`config.mk`:
```
export PLATFORM = sky130hd
export DESIGN_NAME = paged_frame_allocator_translator
export DESIGN_NICKNAME = d
export VERILOG_FILES = /design/src/sv/pfat_pkg.sv /design/src/sv/pfat_ctrl.sv /design/src/sv/pfat_dp.sv /design/src/sv/paged_frame_allocator_translator.sv
export SDC_FILE = /design/constraint.sdc
export NUM_CORES = 2
export LEC_CHECK = 0
export BUFFER_PORTS_ARGS = -buffer_cell sky130_fd_sc_hd__buf_2
export CAP_MARGIN = 0
export CORE_MARGIN = 2
export CORE_UTILIZATION = 40
export DETAILED_ROUTE_END_ITERATION = 16
export SETUP_SLACK_MARGIN = 0.2
export SLEW_MARGIN = 10
export SYNTH_ARGS = -nofsm -noshare
export SYNTH_HDL_FRONTEND = slang
export SYNTH_HIERARCHICAL = 1
export SYNTH_SLANG_ARGS = --single-unit
```
`constraint.sdc`:
```
create_clock -name i_clk -period 27.2 [get_ports i_clk]
set_input_delay 5.44 -clock i_clk [delete_from_list [all_inputs] [get_ports i_clk]]
set_output_delay 5.44 -clock i_clk [all_outputs]
set_load 0.1 [all_outputs]
```
`src/sv/pfat_pkg.sv`:
```
`default_nettype none
package pfat_pkg;
    localparam int MaxFrames = 32;
    localparam int MaxProcs  = 8;
    localparam int FrW = $clog2(MaxFrames);
    localparam int PrW = $clog2(MaxProcs);
    localparam int FcW = $clog2(MaxFrames + 1);
    localparam int PtW = PrW + FrW;

    typedef enum logic [1:0] {
        ACT_CREATE = 2'd0, ACT_XLATE = 2'd1, ACT_REPLACE = 2'd2, ACT_NONE = 2'd3
    } t_action;

    typedef enum logic [3:0] {
        ST_OK = 4'd0, ST_BAD_SIZE = 4'd1, ST_FEW_FRAMES = 4'd2, ST_NO_SLOT = 4'd3,
        ST_UNKNOWN = 4'd4, ST_BAD_OFF = 4'd5, ST_UNMAPPED = 4'd6, ST_FAULT = 4'd7,
        ST_FAULT_REPL = 4'd8, ST_NO_PAGES = 4'd9, ST_NOT_FOUND = 4'd10,
        ST_NONE_FREE = 4'd11, ST_NOT_FREE = 4'd12, ST_NO_EXPAND = 4'd13,
        ST_BAD_KIND = 4'd14
    } t_status;

    localparam logic [1:0] CFG_PAGE_SIZE = 2'd0;
    localparam logic [1:0] CFG_INIT_FR   = 2'd1;
    localparam logic [1:0] CFG_FAULT_TH  = 2'd2;
    localparam logic [1:0] CFG_FAULT_LIM = 2'd3;

    // replace kinds; anything else is invalid
    localparam logic [1:0] RK_FREE   = 2'd0;
    localparam logic [1:0] RK_APPEND = 2'd1;

    // controller -> datapath
    typedef struct packed {
        logic load;      // capture input word
        logic scan_clr;  // clear scan counters
        logic scan_step; // one frame of the free scan
        logic div_step;  // one quotient bit
        logic alloc_step;// one frame of allocation
        logic pt_rd;     // page table read
        logic commit;    // decide and update state
        logic out_load;  // result into output register
    } t_cmd;

    // datapath -> controller
    typedef struct packed {
        logic scan_done;
        logic div_done;
        logic alloc_done;
        logic need_scan;
        logic need_alloc;
        logic is_none;
        logic mul_busy;
    } t_sts;
endpackage
`default_nettype wire

```
`src/sv/pfat_ctrl.sv`:
```
`default_nettype none
module pfat_ctrl
    import pfat_pkg::*;
(
    input  wire logic i_clk,
    input  wire logic i_rst_n,
    input  wire logic i_valid,
    output logic      o_stall,
    output logic      o_valid,
    input  wire logic i_stall,
    input  wire t_sts i_sts,
    output t_cmd      o_cmd
);
    typedef enum logic [7:0] {
        S_IDLE = 8'b0000_0001, S_SCAN = 8'b0000_0010, S_DIV = 8'b0000_0100,
        S_ALLOC = 8'b0000_1000, S_PT = 8'b0001_0000, S_COMMIT = 8'b0010_0000,
        S_MUL = 8'b0100_0000, S_OUT = 8'b1000_0000
    } t_state;

    t_state r_state, n_state;
    logic r_ovalid, n_ovalid;

    always_comb begin
        o_cmd    = '0;
        n_state  = r_state;
        n_ovalid = r_ovalid && i_stall;
        o_stall  = 1'b1;
        unique case (r_state)
            S_IDLE: begin
                o_stall = 1'b0;
                if (i_valid) begin
                    o_cmd.load = 1'b1;
                    o_cmd.scan_clr = 1'b1;
                    n_state = S_SCAN;
                end
            end
            S_SCAN: begin
                if (i_sts.is_none) begin
                    n_state = S_IDLE;
                end else if (i_sts.need_scan && !i_sts.scan_done) begin
                    o_cmd.scan_step = 1'b1;
                end else begin
                    n_state = S_DIV;
                end
            end
            S_DIV: begin
                if (!i_sts.div_done) begin
                    o_cmd.div_step = 1'b1;
                end else if (i_sts.need_alloc) begin
                    o_cmd.scan_clr = 1'b1;
                    n_state = S_ALLOC;
                end else begin
                    n_state = S_PT;
                end
            end
            S_ALLOC: begin
                if (!i_sts.alloc_done) begin
                    o_cmd.alloc_step = 1'b1;
                end else begin
                    n_state = S_PT;
                end
            end
            S_PT: begin
                o_cmd.pt_rd = 1'b1;
                n_state = S_COMMIT;
            end
            S_COMMIT: begin
                o_cmd.commit = 1'b1;
                n_state = S_MUL;
            end
            S_MUL: begin
                if (!i_sts.mul_busy && !(r_ovalid && i_stall)) begin
                    o_cmd.out_load = 1'b1;
                    n_ovalid = 1'b1;
                    n_state = S_OUT;
                end
            end
            S_OUT: n_state = S_IDLE;
            default: n_state = S_IDLE;
        endcase
    end

    always_ff @(posedge i_clk) begin
        if (!i_rst_n) begin
            r_state  <= S_IDLE;
            r_ovalid <= 1'b0;
        end else begin
            r_state  <= n_state;
            r_ovalid <= n_ovalid;
        end
    end

    assign o_valid = r_ovalid;

    a_one_hot: assert property (@(posedge i_clk) disable iff (!i_rst_n) $onehot(r_state))
        else $error("state not one-hot");
    a_load_idle: assert property (@(posedge i_clk) disable iff (!i_rst_n)
        o_cmd.load |-> r_state == S_IDLE) else $error("load outside idle");
    a_out_commit: assert property (@(posedge i_clk) disable iff (!i_rst_n)
        o_cmd.out_load |-> r_state == S_MUL) else $error("result without commit");
endmodule
`default_nettype wire

```
`src/sv/pfat_dp.sv`:
```
`default_nettype none
module pfat_dp
    import pfat_pkg::*;
(
    input  wire logic        i_clk,
    input  wire logic        i_rst_n,
    input  wire logic        i_cfg_we,
    input  wire logic [1:0]  i_cfg_idx,
    input  wire logic [16:0] i_cfg_data,
    input  wire logic [1:0]  i_action,
    input  wire logic [2:0]  i_proc_id,
    input  wire logic [15:0] i_process_bytes,
    input  wire logic [4:0]  i_logical_page,
    input  wire logic [15:0] i_byte_offset,
    input  wire logic [15:0] i_chance,
    input  wire logic [1:0]  i_replace_kind,
    input  wire logic [4:0]  i_target_frame,
    input  wire t_cmd        i_cmd,
    output t_sts             o_sts,
    output logic [3:0]       o_status,
    output logic [2:0]       o_new_proc_id,
    output logic [20:0]      o_phys_addr,
    output logic [5:0]       o_pages_given,
    output logic [3:0]       o_faults_now,
    output logic [4:0]       o_frame_used
);
    // configuration
    logic [15:0] r_page_size;
    logic [16:0] r_fault_th;
    logic [3:0]  r_fault_lim;
    // state
    logic [PrW:0]    r_owner [MaxFrames]; // 0 free, else proc+1
    logic [FrW-1:0]  r_pt    [MaxProcs*MaxFrames];
    logic [FcW-1:0]  r_total [MaxProcs];
    logic [MaxProcs-1:0] r_exists;
    logic [PrW:0]    r_next;
    logic [3:0]      r_faults;
    logic [FcW-1:0]  r_active;
    // item
    logic [1:0]  r_act;
    logic [2:0]  r_proc;
    logic [15:0] r_bytes, r_off, r_chance;
    logic [4:0]  r_lp, r_tgt;
    logic [1:0]  r_kind;
    // scan / divide / alloc
    logic [FcW-1:0] r_idx, r_free, r_given;
    logic [16:0]    r_rem;
    logic [16:0]    r_quo;
    logic [4:0]     r_dcnt;
    logic           r_dstart;
    logic [FrW-1:0] r_ptq;
    logic [3:0]     r_st;
    logic [2:0]     r_nid;
    logic [5:0]     r_pg;
    logic [4:0]     r_fu;
    logic [31:0]    r_prod;
    logic [1:0]     r_mcnt;
    // decisions
    logic           rep_ok;
    logic [FrW-1:0] rep_frame;
    logic [3:0]     rep_st;
    logic [3:0]     pre_st;
    logic [FcW-1:0] tot;
    logic           id_ok_q;   // id was valid when the create committed

    logic [15:0] ps;
    logic [16:0] dividend;
    logic        id_ok;
    logic        create_ok;
    logic [FcW-1:0] idx_lim;
    assign ps = (r_page_size == '0) ? 16'd1 : r_page_size;
    assign dividend = {1'b0, r_bytes} + {1'b0, ps} - 17'd1;
    assign idx_lim = r_active;
    assign id_ok = r_next < (PrW+1)'(MaxProcs);
    assign create_ok = id_ok && r_bytes != '0 && r_quo <= 17'(r_free);

    assign o_sts.is_none   = r_act == ACT_NONE;
    assign o_sts.need_scan = r_act != ACT_XLATE;
    assign o_sts.scan_done = r_idx >= idx_lim;
    assign o_sts.div_done  = (r_act != ACT_CREATE) || (!r_dstart && r_dcnt == '0);
    assign o_sts.need_alloc = r_act == ACT_CREATE && create_ok;
    assign o_sts.alloc_done = r_given == FcW'(r_quo) || r_idx >= idx_lim;
    assign o_sts.mul_busy  = r_mcnt != '0;

    // configuration register writes
    always_ff @(posedge i_clk) begin
        if (!i_rst_n) begin
            r_page_size <= 16'd256;
            r_fault_th  <= 17'd65536;
            r_fault_lim <= 4'd5;
        end else if (i_cfg_we) begin
            unique case (i_cfg_idx)
                CFG_PAGE_SIZE: r_page_size <= i_cfg_data[15:0];
                CFG_FAULT_TH:  r_fault_th  <= i_cfg_data;
                CFG_FAULT_LIM: r_fault_lim <= i_cfg_data[3:0];
                CFG_INIT_FR: ;
                default: ;
            endcase
        end
    end

    // page table memory
    logic [PtW-1:0] pt_waddr;
    logic           pt_we;
    logic [FrW-1:0] pt_wdata;
    always_comb begin
        pt_we = 1'b0;
        pt_waddr = {r_nid, r_given[FrW-1:0]};
        pt_wdata = r_idx[FrW-1:0];
        if (i_cmd.alloc_step && r_owner[r_idx[FrW-1:0]] == '0) pt_we = 1'b1;
        if (i_cmd.commit && r_act == ACT_REPLACE && pre_st == ST_OK && rep_ok) begin
            pt_we = 1'b1;
            pt_waddr = {r_proc, r_lp};
            pt_wdata = rep_frame;
        end
    end
    always_ff @(posedge i_clk) begin
        if (pt_we) r_pt[pt_waddr] <= pt_wdata;
        if (i_cmd.pt_rd) r_ptq <= r_pt[{r_proc, r_lp}];
    end

    // replace decision, evaluated at commit
    assign tot = r_total[r_proc];
    always_comb begin
        rep_ok = 1'b0;
        rep_frame = r_tgt;
        rep_st = ST_OK;
        if (tot == '0) rep_st = ST_NO_PAGES;
        else if (FcW'(r_lp) >= tot) rep_st = ST_NOT_FOUND;
        else if (r_kind == RK_FREE) begin
            if (r_free == '0) rep_st = ST_NONE_FREE;
            else if (FcW'(r_tgt) >= r_active || r_owner[r_tgt] != '0)
                rep_st = ST_NOT_FREE;
            else rep_ok = 1'b1;
        end else if (r_kind == RK_APPEND) begin
            if (r_active >= FcW'(MaxFrames)) rep_st = ST_NO_EXPAND;
            else begin
                rep_ok = 1'b1;
                rep_frame = r_active[FrW-1:0];
            end
        end else rep_st = ST_BAD_KIND;
    end
    always_comb begin
        pre_st = ST_OK;
        if (r_act == ACT_CREATE) begin
            if (!id_ok) pre_st = ST_NO_SLOT;
            else if (r_bytes == '0) pre_st = ST_BAD_SIZE;
            else if (!create_ok) pre_st = ST_FEW_FRAMES;
        end else if (!r_exists[r_proc]) pre_st = ST_UNKNOWN;
        else if (r_act == ACT_XLATE) begin
            if (r_off >= ps) pre_st = ST_BAD_OFF;
            else if (FcW'(r_lp) >= tot) pre_st = ST_UNMAPPED;
        end else pre_st = rep_st;
    end

    logic [3:0] finc;
    assign finc = r_faults + 4'd1;
    logic [3:0] flim;
    assign flim = (r_fault_lim == '0) ? 4'd1 : r_fault_lim;
    logic fault_hit;   // mapped translate that draws a fault
    logic xl_ok;       // mapped translate that yields an address
    assign fault_hit = r_act == ACT_XLATE && pre_st == ST_OK && 17'(r_chance) < r_fault_th;
    assign xl_ok = r_act == ACT_XLATE && pre_st == ST_OK && !fault_hit;

    always_ff @(posedge i_clk) begin
        if (!i_rst_n) begin
            for (int f = 0; f < MaxFrames; f++) r_owner[f] <= '0;
            for (int p = 0; p < MaxProcs; p++) r_total[p] <= '0;
            r_exists <= '0;
            r_next   <= '0;
            r_faults <= '0;
            r_active <= FcW'(16);
            r_mcnt   <= '0;
            r_dstart <= 1'b0;
            r_dcnt   <= '0;
            r_free   <= '0;
        end else begin
            if (i_cfg_we && i_cfg_idx == CFG_INIT_FR && r_exists == '0) begin
                if (i_cfg_data[5:0] == '0) r_active <= FcW'(1);
                else if (i_cfg_data[5:0] > 6'(MaxFrames)) r_active <= FcW'(MaxFrames);
                else r_active <= FcW'(i_cfg_data[5:0]);
            end
            if (i_cmd.load) begin
                r_act <= i_action; r_proc <= i_proc_id; r_bytes <= i_process_bytes;
                r_lp <= i_logical_page; r_off <= i_byte_offset; r_chance <= i_chance;
                r_kind <= i_replace_kind; r_tgt <= i_target_frame;
                r_dstart <= 1'b1;
                r_nid <= r_next[PrW-1:0];
            end
            if (i_cmd.scan_clr) begin
                r_idx <= '0; r_given <= '0;
                if (i_cmd.load) r_free <= '0;
            end
            if (i_cmd.scan_step) begin
                if (r_owner[r_idx[FrW-1:0]] == '0) r_free <= r_free + FcW'(1);
                r_idx <= r_idx + FcW'(1);
            end
            // restoring divide, one quotient bit per cycle
            if (i_cmd.div_step) begin
                if (r_dstart) begin
                    r_dstart <= 1'b0;
                    r_dcnt <= 5'd17;
                    r_quo <= dividend;
                    r_rem <= '0;
                end else begin
                    logic [17:0] t;
                    t = {r_rem, r_quo[16]} - {2'b0, ps};
                    if (!t[17]) begin
                        r_rem <= t[16:0];
                        r_quo <= {r_quo[15:0], 1'b1};
                    end else begin
                        r_rem <= {r_rem[15:0], r_quo[16]};
                        r_quo <= {r_quo[15:0], 1'b0};
                    end
                    r_dcnt <= r_dcnt - 5'd1;
                end
            end
            if (i_cmd.alloc_step) begin
                if (r_owner[r_idx[FrW-1:0]] == '0) begin
                    r_owner[r_idx[FrW-1:0]] <= {1'b0, r_nid} + (PrW+1)'(1);
                    r_given <= r_given + FcW'(1);
                end
                r_idx <= r_idx + FcW'(1);
            end
            if (i_cmd.commit) begin
                if (!fault_hit) r_st <= pre_st;
                else if (finc >= flim) r_st <= ST_FAULT_REPL;
                else r_st <= ST_FAULT;
                r_pg <= (r_act == ACT_CREATE && pre_st == ST_OK) ? 6'(r_given) : '0;
                r_fu <= (r_act == ACT_REPLACE && pre_st == ST_OK) ? rep_frame : '0;
                r_prod <= xl_ok ? 32'(r_ptq) * 32'(ps) : '0;
                if (r_act == ACT_CREATE) begin
                    if (id_ok) r_next <= r_next + (PrW+1)'(1);
                    if (pre_st == ST_OK) begin
                        r_total[r_nid] <= r_given;
                        r_exists[r_nid] <= 1'b1;
                    end
                end
                if (fault_hit) r_faults <= (finc >= flim) ? 4'd0 : finc;
                if (xl_ok) r_mcnt <= 2'd1;
                if (r_act == ACT_REPLACE && pre_st == ST_OK) begin
                    r_owner[r_ptq] <= '0;
                    r_owner[rep_frame] <= {1'b0, r_proc} + (PrW+1)'(1);
                    if (r_kind == RK_APPEND) r_active <= r_active + FcW'(1);
                end
            end
            if (r_mcnt != '0) begin
                r_prod <= r_prod + 32'(r_off);
                r_mcnt <= '0;
            end
        end
    end

    always_ff @(posedge i_clk) begin
        if (i_cmd.commit) id_ok_q <= id_ok;
    end

    always_ff @(posedge i_clk) begin
        if (i_cmd.out_load) begin
            o_status      <= r_st;
            o_new_proc_id <= (r_act == ACT_CREATE && id_ok_q) ? r_nid : '0;
            o_phys_addr   <= r_prod[20:0];
            o_pages_given <= r_pg;
            o_faults_now  <= r_faults;
            o_frame_used  <= r_fu;
        end
    end

    a_free_bound: assert property (@(posedge i_clk) disable iff (!i_rst_n)
        r_free <= FcW'(MaxFrames)) else $error("free count overflow");
    a_active_bound: assert property (@(posedge i_clk) disable iff (!i_rst_n)
        r_active <= FcW'(MaxFrames) && r_active != '0) else $error("active frames out of range");
    a_next_bound: assert property (@(posedge i_clk) disable iff (!i_rst_n)
        r_next <= (PrW+1)'(MaxProcs)) else $error("process id overflow");
endmodule
`default_nettype wire

```
`src/sv/paged_frame_allocator_translator.sv`:
```
// Paged frame allocator and address translator.
// Input channel: i_valid / o_stall carries one word holding action, process,
// size, page, offset, chance sample, replace kind and target frame.
// Output channel: o_valid / i_stall carries one result word per item
// (status, new id, physical address, pages given, fault count, frame used);
// action code 3 gives no result.
// One item at a time. Each item but a translate or action code 3 walks a
// free-frame scan; a create then runs a 17-bit restoring divide and, if it
// succeeds, an allocation sweep. Every item that gives a result then has a
// page-table read, a commit and, for translate, a multiply followed by an add.
// Configuration is a plain write port: i_cfg_we, i_cfg_idx, i_cfg_data.
// Reset (synchronous, low) frees all frames, clears processes and counters
// and loads the default register values; no clearing pass is needed.
// If the receiver stalls, the result is held in the output register; one
// more item may be taken in and worked up to its result, then input stalls.
`default_nettype none
module paged_frame_allocator_translator
    import pfat_pkg::*;
(
    input  wire logic        i_clk,
    input  wire logic        i_rst_n,
    input  wire logic        i_cfg_we,
    input  wire logic [1:0]  i_cfg_idx,
    input  wire logic [16:0] i_cfg_data,
    input  wire logic        i_valid,
    output logic             o_stall,
    input  wire logic [1:0]  i_action,
    input  wire logic [2:0]  i_proc_id,
    input  wire logic [15:0] i_process_bytes,
    input  wire logic [4:0]  i_logical_page,
    input  wire logic [15:0] i_byte_offset,
    input  wire logic [15:0] i_chance,
    input  wire logic [1:0]  i_replace_kind,
    input  wire logic [4:0]  i_target_frame,
    output logic             o_valid,
    input  wire logic        i_stall,
    output logic [3:0]       o_status,
    output logic [2:0]       o_new_proc_id,
    output logic [20:0]      o_phys_addr,
    output logic [5:0]       o_pages_given,
    output logic [3:0]       o_faults_now,
    output logic [4:0]       o_frame_used
);
    t_cmd cmd;
    t_sts sts;

    pfat_ctrl u_ctrl (
        .i_clk, .i_rst_n, .i_valid, .o_stall, .o_valid, .i_stall,
        .i_sts(sts), .o_cmd(cmd)
    );

    pfat_dp u_dp (
        .i_clk, .i_rst_n, .i_cfg_we, .i_cfg_idx, .i_cfg_data,
        .i_action, .i_proc_id, .i_process_bytes, .i_logical_page,
        .i_byte_offset, .i_chance, .i_replace_kind, .i_target_frame,
        .i_cmd(cmd), .o_sts(sts),
        .o_status, .o_new_proc_id, .o_phys_addr, .o_pages_given,
        .o_faults_now, .o_frame_used
    );
endmodule
`default_nettype wire

```
Word-level counts from Yosys, hierarchy flattened --
Memory sizes are Yosys's and may differ from the RTL's. A register that Yosys moved wholly into a read port is not among the register bits. Cells that the tools add are included.
Storage, ports and cells: memory bits (writable) 1456, memories kept 3, word-level logic and storage cells 278, bits of input ports 89, register bits 286
Memories:
- u_dp.r_pt | depth 256, width 5, read ports 1, clocked after Yosys merged registers in 1, write ports 1, RTL line pfat_dp.sv:33 | logic [FrW-1:0] r_pt [MaxProcs*MaxFrames];
- u_dp.r_owner | depth 32, width 4, read ports 2, clocked after Yosys merged registers in 2, write ports 32, RTL line pfat_dp.sv:32 | logic [PrW:0] r_owner [MaxFrames];
- u_dp.r_total | depth 8, width 6, read ports 1, clocked after Yosys merged registers in 1, write ports 8, RTL line pfat_dp.sv:34 | logic [FcW-1:0] r_total [MaxProcs];
Operators by class: multipliers 1, bitwise operators 2, multiplexer cells 124, eq/ne operators 21, reduce and logical (&&, ||, !) cells 64, add/subtract/negate cells 13, magnitude comparators 13
Operators with widths (count):
- $mux 6 | 17
- $mux 4 | 20
- $mux 5 | 13
- $mux 32 | 2
- $mux 8 | 7
- $pmux 8 s7 | 1
- $mux 1 | 52
- $mux 17 | 2
- $add 32x16->32 | 1
- $logic_not 16->1 | 2
- $add 6x1->6 const B | 4
- $mul 5x16->21 | 1
- $mux 21 | 1
- $logic_and 1x1->1 | 20
- $reduce_and 2->1 | 10
- $logic_not 6->1 | 3
- $sub 18x16->18 | 1
- $add 16x16->17 | 1
- $le 17x6->1 | 1
- $lt 16x17->1 | 1
- $sub 17x1->17 const B | 1
- $ge 16x16->1 | 1
- $mux 16 | 1
- $reduce_bool 16->1 | 1
- other kinds (45) | 74

Logic depth before layout (Yosys ltp) --
word-level depth 18, mapped depth 21, depth with buffers taken out 20

Cells and area by module --
Netlist, hierarchy kept.
By module, submodules not included:
- pfat_dp | cells each 4709, sequential area each 51399.3 µm², times used 1, area an instance 77050.1 µm²
- pfat_ctrl | cells each 79, sequential area each 180.2 µm², times used 1, area an instance 626.9 µm²

Worst setup path after synthesis --
No wires, ideal clock.
path type reg-to-reg, start reg (tool-made name), end mem u_dp/r_pt[0][0] in the netlist's numbering, data pin, slack 11182 ps, period minus slack after synthesis 16018 ps, required time 25013 ps, stages on the path, launching flop included 17, arrival 13831 ps, buffers on the path 4, cell sequence dfxtp_1 buf_6 mux4_2 mux2_2 ha_1 nand2b_1 a21o_1 a21oi_1 o21ai_0 a2111oi_2 nor2_1 o22ai_2 nand3_2 buf_2 buf_2 clkbuf_1 o21ai_0
RTL lines (RTL line):
- end: declaration | pfat_dp.sv:33

==> impl_metrics.yaml <==
timing:
  slew_headroom: -0.02532
  fin_ws_ps: 19450
  hold_viol: 0
  drv_slew: 77
  rsz0062_at_grt: "false"
  setup_viol: 0
  fmax_mhz: 129.1
  worst_slew_pin_slew_ps: 1538
  fin_crit_sh: 0.2848
  fin_skew_ps: 81.19
  post-route-min-period_ps: 7747
  tns_ps: 0
logic_synthesis:
  synth-edff-count: 1655
  synth_top_area_share: 0.6398
  ys_types: 94
  syn_area_um2: 77680
  synth_cells: 4788
  synth_common_cells: "edfxtp_1, mux4_2, nor2_1, nand2_1, inv_1"
  yosysWarnings: 6
  ys_seq_elements: 1749
  yosysMostFrequentCell: "edfxtp_1"
  avgSynthCellArea_um2: 16.22
  async_flop_share: 0
  synth_area_leaders: "edfxtp_1, mux4_2, ha_1"
  syn_nets: 5077
  synth_top_area_cell: "edfxtp_1"
  synth-main-ff-cell: "edfxtp_1"
  ys_seq_area_frac: 0.6640
layout:
  antenna_cells: 0
  final.fill_count: 16597
  stdcell_area_um2: 87260
  finalNetCount: 5203
  instances_no_fill: 7583
  layout-drive-gt1-share: 0.2070
  area_growth_syn_to_layout_pct: 12.34
clock_network:
  hold_buffers: 0
  post_cts_buffers: 0
  post_cts_resized: 0
  cts-root-buf: "clkbuf_16"
  cts_htree_levels: 4
  cts-buffers-inserted: 179
  clk_latency_ps: 840
  cts_buffer_depth: 3
  clkTransAtPathRegs_ps: 60
  cts_sinks: 1749
  cts_tree: "done"
worst_hold_path:
  hold_start: "u_dp/r_pg[3]$_SDFFCE_PP0P_"
  worstHoldPathType: "reg2reg"
  whs_path_depth: 0
die:
  ios: 134
  coreArea_um2: 192800
  fp-row-count: 161
  start_util: 0.4029
  chipHeight_um: 444.7
  die_w_um: 444.7
  dieArea_um2: 197700
place:
  place.detailed.hpwl_um: 121000
  dp_cells: 7259
  pre_cts_slack_ps: 18670
  port_buffers: 133
  placedInstanceArea_um2: 81360
  routabilityCongestion: 0.8419
route:
  vias_per_cell: 5.772
  dr.pass1.iters: 5
  drt_iter0_drc: 4190
  drtAntennaViolNets: 0
  drc: 0
  wl_per_cell_um: 25.24
  wirelength_um: 191400
  vias: 43770
setup_path:
  r2r_cells: 15
  worstPathArrival_ps: 8300
  required_ps: 27750
  path_max_fanout: 39
  crit_path_end_kind: "register"
  critPathLaunch: "i_rst_n"
  critPathLaunchType: "input pin"
  criticalPathCategory: "in2reg"
global_routing:
  grt_start_max_net_pins: 257
  grt_overflow_total: 0
  antenna_found_initial: 14
  grt_pass1_vias: 43952
  grt_use_total: 0.1913
  grt_pass1_wl_um: 285800
power:
  power_leakage_nw: 28.57
  power_density_nw_per_um2: 66.31
  irDropWorstVdd_uv: 65.93
run_status:
  outcome: "finished, violations left"
  failed_checks: "slew limit"
run:
  maxCapViolCount: 0
-- placed cells by master (no fill, tap or decap), types with 36 or more instances in the layout --
master | netlist | final
a21oi_1 | 142 | 125
and2_1 | 133 | 133
buf_2 | 45 | 133
buf_4 | 0 | 76
clkbuf_1 | 183 | 36
clkbuf_16 | 0 | 180
clkinv_1 | 1 | 36
dfxtp_1 | 94 | 94
edfxtp_1 | 1655 | 1655
fa_1 | 45 | 45
ha_1 | 155 | 155
inv_1 | 202 | 200
mux4_2 | 453 | 453
nand2_1 | 263 | 263
nand2b_1 | 39 | 39
nand3_1 | 64 | 64
nor2_1 | 396 | 394
nor3_1 | 62 | 61
nor4_1 | 57 | 56
o21ai_0 | 75 | 70
o22ai_1 | 92 | 92
o32ai_1 | 53 | 53
xnor2_1 | 41 | 39
xor2_1 | 39 | 39
-- final cells by class --
cell class              instances  area (um2)  area share
clock buffers                 217        4653     0.05333
clock inverters               107        1247     0.01430
repair buffers                216        1376     0.01577
inverters                     203       763.2    0.008747
flip-flops and latches       1749       51580      0.5911
multi-input cells            2565       24480      0.2805
well taps                    2526        3161     0.03622
-- metrics by stage --
step / total power [W] / hold slack [ps] / utilization
detailed placement: 0.003389 / 407.0 / 0.4220
global route: 0.005973 / 431.1 / 0.4526
CTS: 0.005847 / 400.1 / 0.4526
floorplan: 0.003283 / 400.3 / -
global placement: 0.003383 / 404.5 / 0.4220
finish: 0.005786 / 403.8 / 0.4526
-- per-layer routing --
layer	GRT usage	up-vias	share of wire
met3	0.03230	339	0.063
li1	-	19125	-
met5	0	-	0.000068
met4	0.05313	2	0.025
met2	0.3159	1569	0.49
met1	0.2620	22735	0.42
-- power by group --
group / switching, W / internal, W
registers: 0.0000250 / 0.00296
clock network: 0.00106 / 0.00140
logic: 0.000209 / 0.000135
-- worst max-delay path: stages --
cell     delay, ps
buf_2          390
buf_4          580
nand2_1        180
inv_1          110
nand2_1         70
nor2_1         480
nand2_1        350
o22ai_1        410
or3b_2         250
-- final timing paths --
kind | endpoint | slack, ps
worst min register to register | u_dp/o_pages_given[3]$_DFFE_PP_ | 400
worst max register to register | u_dp/r_pt[117][1]$_DFFE_PP_ | 20070
worst min-delay path | u_dp/o_pages_given[3]$_DFFE_PP_ | 400
worst max-delay path | u_dp/r_owner[28][1]$_DFFE_PP_ | 19450
-- state kept, by name, indices dropped and copies added, names as in the netlist, 6 cells and up, named ones only --
name                cells
u_dp/r_quo             17
u_dp/r_prod            21
u_dp/r_idx              6
u_dp/r_pg               6
u_dp/r_page_size       16
u_dp/r_chance          16
u_dp/r_bytes           16
u_dp/o_pages_given      6
u_dp/r_total           48
u_dp/r_fault_th        17
u_dp/r_owner          128
u_ctrl/r_state          8
u_dp/r_given            6
u_dp/r_off             16
u_dp/o_phys_addr       21
u_dp/r_rem             17
u_dp/r_free             6
u_dp/r_pt            1280
u_dp/idx_lim            6
u_dp/r_exists           8
-- kinds of logic (layout without fill, tap and decap cells) --
| family | after synthesis | count (layout) | share of synthesized area |
|---|---|---|---|
| flip-flops | 1749 | 1749 | 0.6640 |
| AND/OR/NAND/NOR | 1184 | 1184 | 0.07448 |
| AO/OA/AOI/OAI | 591 | 591 | 0.05280 |
| multiplexers | 509 | 509 | 0.1392 |
| buffers and inverters | 474 | 743 | 0.02382 |
| adder cells (fa/ha/maj) | 201 | 201 | 0.03669 |
| XOR/XNOR | 80 | 80 | 0.009020 |
Note: power is estimated with default switching activity, not from simulation.
